`src/rtl/core/packed_framebuffer_line_engine_top_defines.svh`:
```
// assertion macros for the framebuffer line engine
`ifndef PACKED_FRAMEBUFFER_LINE_ENGINE_TOP_DEFINES_SVH
`define PACKED_FRAMEBUFFER_LINE_ENGINE_TOP_DEFINES_SVH

// property checked on every clock edge outside reset
`define PFLE_ASSERT(lbl, prop, msg) \
  lbl: assert property (@(posedge clk_i) disable iff (!rst_ni) (prop)) else $error(msg);

// condition that must never be seen outside reset
`define PFLE_ASSERT_NEVER(lbl, cond, msg) \
  `PFLE_ASSERT(lbl, !(cond), msg)

`endif

```
`src/rtl/core/pfle_ram.sv`:
```
module pfle_ram #(
  parameter int DataW = 8,
  parameter int Depth = 16,
  localparam int AddrW = (Depth > 1) ? $clog2(Depth) : 1
) (
  input  logic             clk_i,
  input  logic             we_i,
  input  logic [AddrW-1:0] waddr_i,
  input  logic [DataW-1:0] wdata_i,
  input  logic [AddrW-1:0] raddr_i,
  output logic [DataW-1:0] rdata_o
);

  logic [DataW-1:0] mem_q [Depth];
  logic [DataW-1:0] rdata_q;

  always_ff @(posedge clk_i) begin
    if (we_i) begin
      mem_q[waddr_i] <= wdata_i;
    end
    rdata_q <= mem_q[raddr_i];
  end

  assign rdata_o = rdata_q;

endmodule

```
`config.mk`:
```
export PLATFORM = sky130hd
export DESIGN_NAME = pfle_ram
export DESIGN_NICKNAME = d
export VERILOG_FILES = /design/src/rtl/core/packed_framebuffer_line_engine_top_defines.svh /design/src/rtl/core/pfle_ram.sv
export SDC_FILE = /design/constraint.sdc
export NUM_CORES = 1
export LEC_CHECK = 0
export BUFFER_PORTS_ARGS = -buffer_cell sky130_fd_sc_hd__buf_2
export CAP_MARGIN = 15
export CORE_MARGIN = 5
export CORE_UTILIZATION = 57
export CTS_CLUSTER_DIAMETER = 200
export DETAILED_ROUTE_END_ITERATION = 8
export GPL_TIMING_DRIVEN = 0
export PLACE_DENSITY = 0.75
export SETUP_SLACK_MARGIN = 0.02
export SLEW_MARGIN = 10
export SYNTH_ARGS = -nofsm -noshare
export SYNTH_HDL_FRONTEND = slang
export SYNTH_SLANG_ARGS = --single-unit
```
`constraint.sdc`:
```
create_clock -name clk_i -period 2.94 [get_ports clk_i]
set_input_delay 0.294 -clock clk_i [delete_from_list [all_inputs] [get_ports clk_i]]
set_output_delay 0.294 -clock clk_i [all_outputs]
set_load 0.02 [all_outputs]
```
==> key figures <==
Outcome
  • Status: finished clean

Setup path
  • Startpoint Class: primary input
  • Reg-to-Reg End: rdata_o[1]$_DFF_P_
  • Worst Path Arrival: 2010 ps
  • CP dominant cell by count: buf_2
  • CP top delay family: simple AND/OR/NAND/NOR gates
  • CP peak stage delay: 780 ps
  • Critical Path RT: 3150 ps
  • Reg2reg start: mem_q[5][1]$_DFFE_PP_
  • R2R Setup Slk: 1510 ps
  • CP max stage cell: nor3_1
  • Critical-path cell list: buf_2, or3b_2, nor3_1, buf_2
  • Crit-path max FO: 6
  • Critical path type: in -> reg
  • Worst-case reg-to-reg path depth: 3
  • Crit. End Element: flip-flop
  • Buf+Inv Stages, Crit Path: 2

Layout
  • Diode count: 0
  • Final layout net count: 293
  • Final cell count without fillers: 396
  • Area delta synth->final: 16.9%
  • Fraction of layout cells with a size suffix above 1: 29.2%
  • Post-layout util: ~69%

Placement
  • Hpwl dp: 5.90 mm
  • Dpl cells: 363
  • IO buf count: 24
  • Setup WS pre-CTS: approximately 660 ps
  • Gpl congestion: roughly 0.7

Floorplanning
  • Die Ht: 105 um
  • Num rows: 34
  • Core Region: 8760 sq um
  • Die width: approximately 110 um
  • DIE AREA: 11000 sq um
  • Starting Density: between 50% and 60%
  • Io pins: 26

Hold path
  • Hold Crit Class: in -> reg
  • Hold path cells: 1
  • Worst Hold Path EP: mem_q[6][0]$_DFFE_PP_
  • HP Start: wdata_i[0]

STA
  • Setup WS post-layout: 1140 ps
  • Fin crit period: 1800 ps
  • Worst Skew: 9.26 ps
  • Finish-stage setup viols: 0
  • Final hold vios: 0
  • Worst Tran Pin Value: 985 ps
  • F_max: between 0.5 and 0.6 GHz
  • Crit share post-route: 61.4%
  • Rel. slew slack: about a third
  • Sum Neg Setup Slack: 0 ps
  • Slew Limit Fails: 0
  • RSZ-0062 raised after global routing: no

GRT
  • Grt ovf: 0
  • First-pass GRT wire length: ~15 mm
  • Largest net degree at the start of global routing: 17
  • Vias in the first global route: 2486
  • Antenna violations before repair: 0
  • GRT Overall Usage: 18.9%

Synth
  • Synth Warn #: 0
  • Most frequent cell after synthesis: edfxtp_1
  • Syn nets: 247
  • Commonest cells post-synth: 128 x edfxtp_1, 18 x mux4_2, 16 x a22oi_1, 14 x mux4_1, 13 x nor2_1
  • Xor/xnor share of the synthesized area: 0%
  • Top FF cell, synth: edfxtp_1
  • Synth Area in Adders: 0%
  • Top-area cell type share of the netlist area: between 70% and 80%
  • #FFs+latches synth: 136
  • Yosys cell types: 19
  • Ys async rst share: 0%
  • EDFF count, synth: 128
  • Syn_area_per_cell: 22.5 sq um
  • Complex-gate fraction of the synthesized area: 2.33%
  • Post-synthesis sequential area ratio: 77.8%
  • Cell Area, Synth: 5150 sq um
  • Top cell type by total area after synthesis: edfxtp_1
  • Synth top area cells: edfxtp_1 75%, mux4_2 7.9%, mux4_1 7.1%
  • Synth Area in Simple Gates: under 10%
  • Largest family of logic cells by synthesized area: multiplexers
  • Syn Inst Count: around 230
  • Mux cell area share after synthesis: 15.0%

CTS
  • Cts hold-fix bufs: 0
  • Clock Path Buffers: 2
  • Clk sinks: about 140
  • Latest clock arrival within the worst-skew pair: 500 ps
  • Post-CTS setup buffers: 0
  • Max H-tree Level: 4
  • CTS resizes: 0
  • CTS tree: built
  • Total CTS buffers: 17
  • Root Driver: clkbuf_8
  • Reg clk slew, reported paths: 60 ps

Detailed routing
  • Final WL: between 9 and 10 mm
  • DRC Markers: 0
  • Drt initial violations: approximately 260
  • Vias: 2441
  • TritonRoute pass-1 iters: 5
  • Via density: ~6.2
  • Final ANT Viol Nets: 0
  • WL/cell: 24.5 um

Pwr
  • Peak supply drop: 0.000413 V
  • Lkg Pwr: between 2 and 2.5 nW
  • Cell Pwr Density: 750 nW/um^2

Run
  • Max-cap violations: 0
registers in the layout, indices dropped and copies added, names as in the netlist:
register / flops
mem_q: 128
rdata_o: 8
area by class of cell:
class                   instances  area, sq um
plain buffers                  10         86.3
fillers                       534         2750
flip-flops and latches        136         4000
repair buffers                 27          135
clock buffers                  22          443
clock inverters                10          153
multi-input cells              83         1060
well taps                     108          135
cell usage in the layout (no fill, tap or decap), types with 2 or more instances in the layout:
master	instances
edfxtp_1	128
buf_2	30
mux4_2	18
a22oi_1	16
clkbuf_16	16
mux4_1	14
nor2_1	13
nand2_1	9
dfxtp_1	8
clkbuf_1	4
bufinv_16	4
clkinv_2	4
buf_6	3
clkdlybuf4s25_2	3
nor3_1	3
nand3b_1	2
nand2b_1	2
clkbuf_8	2
routing by layer:
metal | GRT usage (%) | vias to the layer above | wire length (um)
met5 | 0 | - | 0
met3 | 4.19 | 16 | 856
met1 | 27.8 | 1233 | 4010
met4 | 6.30 | 0 | 186
met2 | 28.5 | 123 | 4660
li1 | - | 1069 | -
worst max path at each step:
stage                          start               endpoint  slack [ps]  depth (start not counted)
after floorplan           waddr_i[2]  mem_q[0][0]$_DFFE_PP_        1150                          2
after global placement    waddr_i[2]  mem_q[0][4]$_DFFE_PP_         610                          3
after detailed placement  waddr_i[2]  mem_q[0][4]$_DFFE_PP_         660                          4
after CTS                 waddr_i[2]  mem_q[0][1]$_DFFE_PP_        1180                          4
after global routing      waddr_i[2]  mem_q[0][2]$_DFFE_PP_        1010                          4
final                     waddr_i[2]  mem_q[0][1]$_DFFE_PP_        1140                          4
kinds of logic (layout without fill, tap and decap cells):
group           after synthesis  in the layout
mux                          32             32
simple gates                 35             35
compound gates               16             16
flops                       136            136
buf+inv                      10             69
through the flow:
stage / hold WS [ps] / area, sq um / power [mW]
5_1_grt: 190 / 6020 / 4.65
6_report: 196 / 6020 / 4.51
3_3_place_gp: 654 / 5400 / 2.43
3_5_place_dp: 671 / 5410 / 2.44
2_1_floorplan: 393 / 5150 / 2.34
4_1_cts: 180 / 6010 / 4.54
power by group:
group,internal (mW),switching [mW]
Clock,1.39,0.723
Combinational,0.0866,0.132
Sequential,2.17,0.0107
Note: power is estimated with default switching activity, not from simulation.
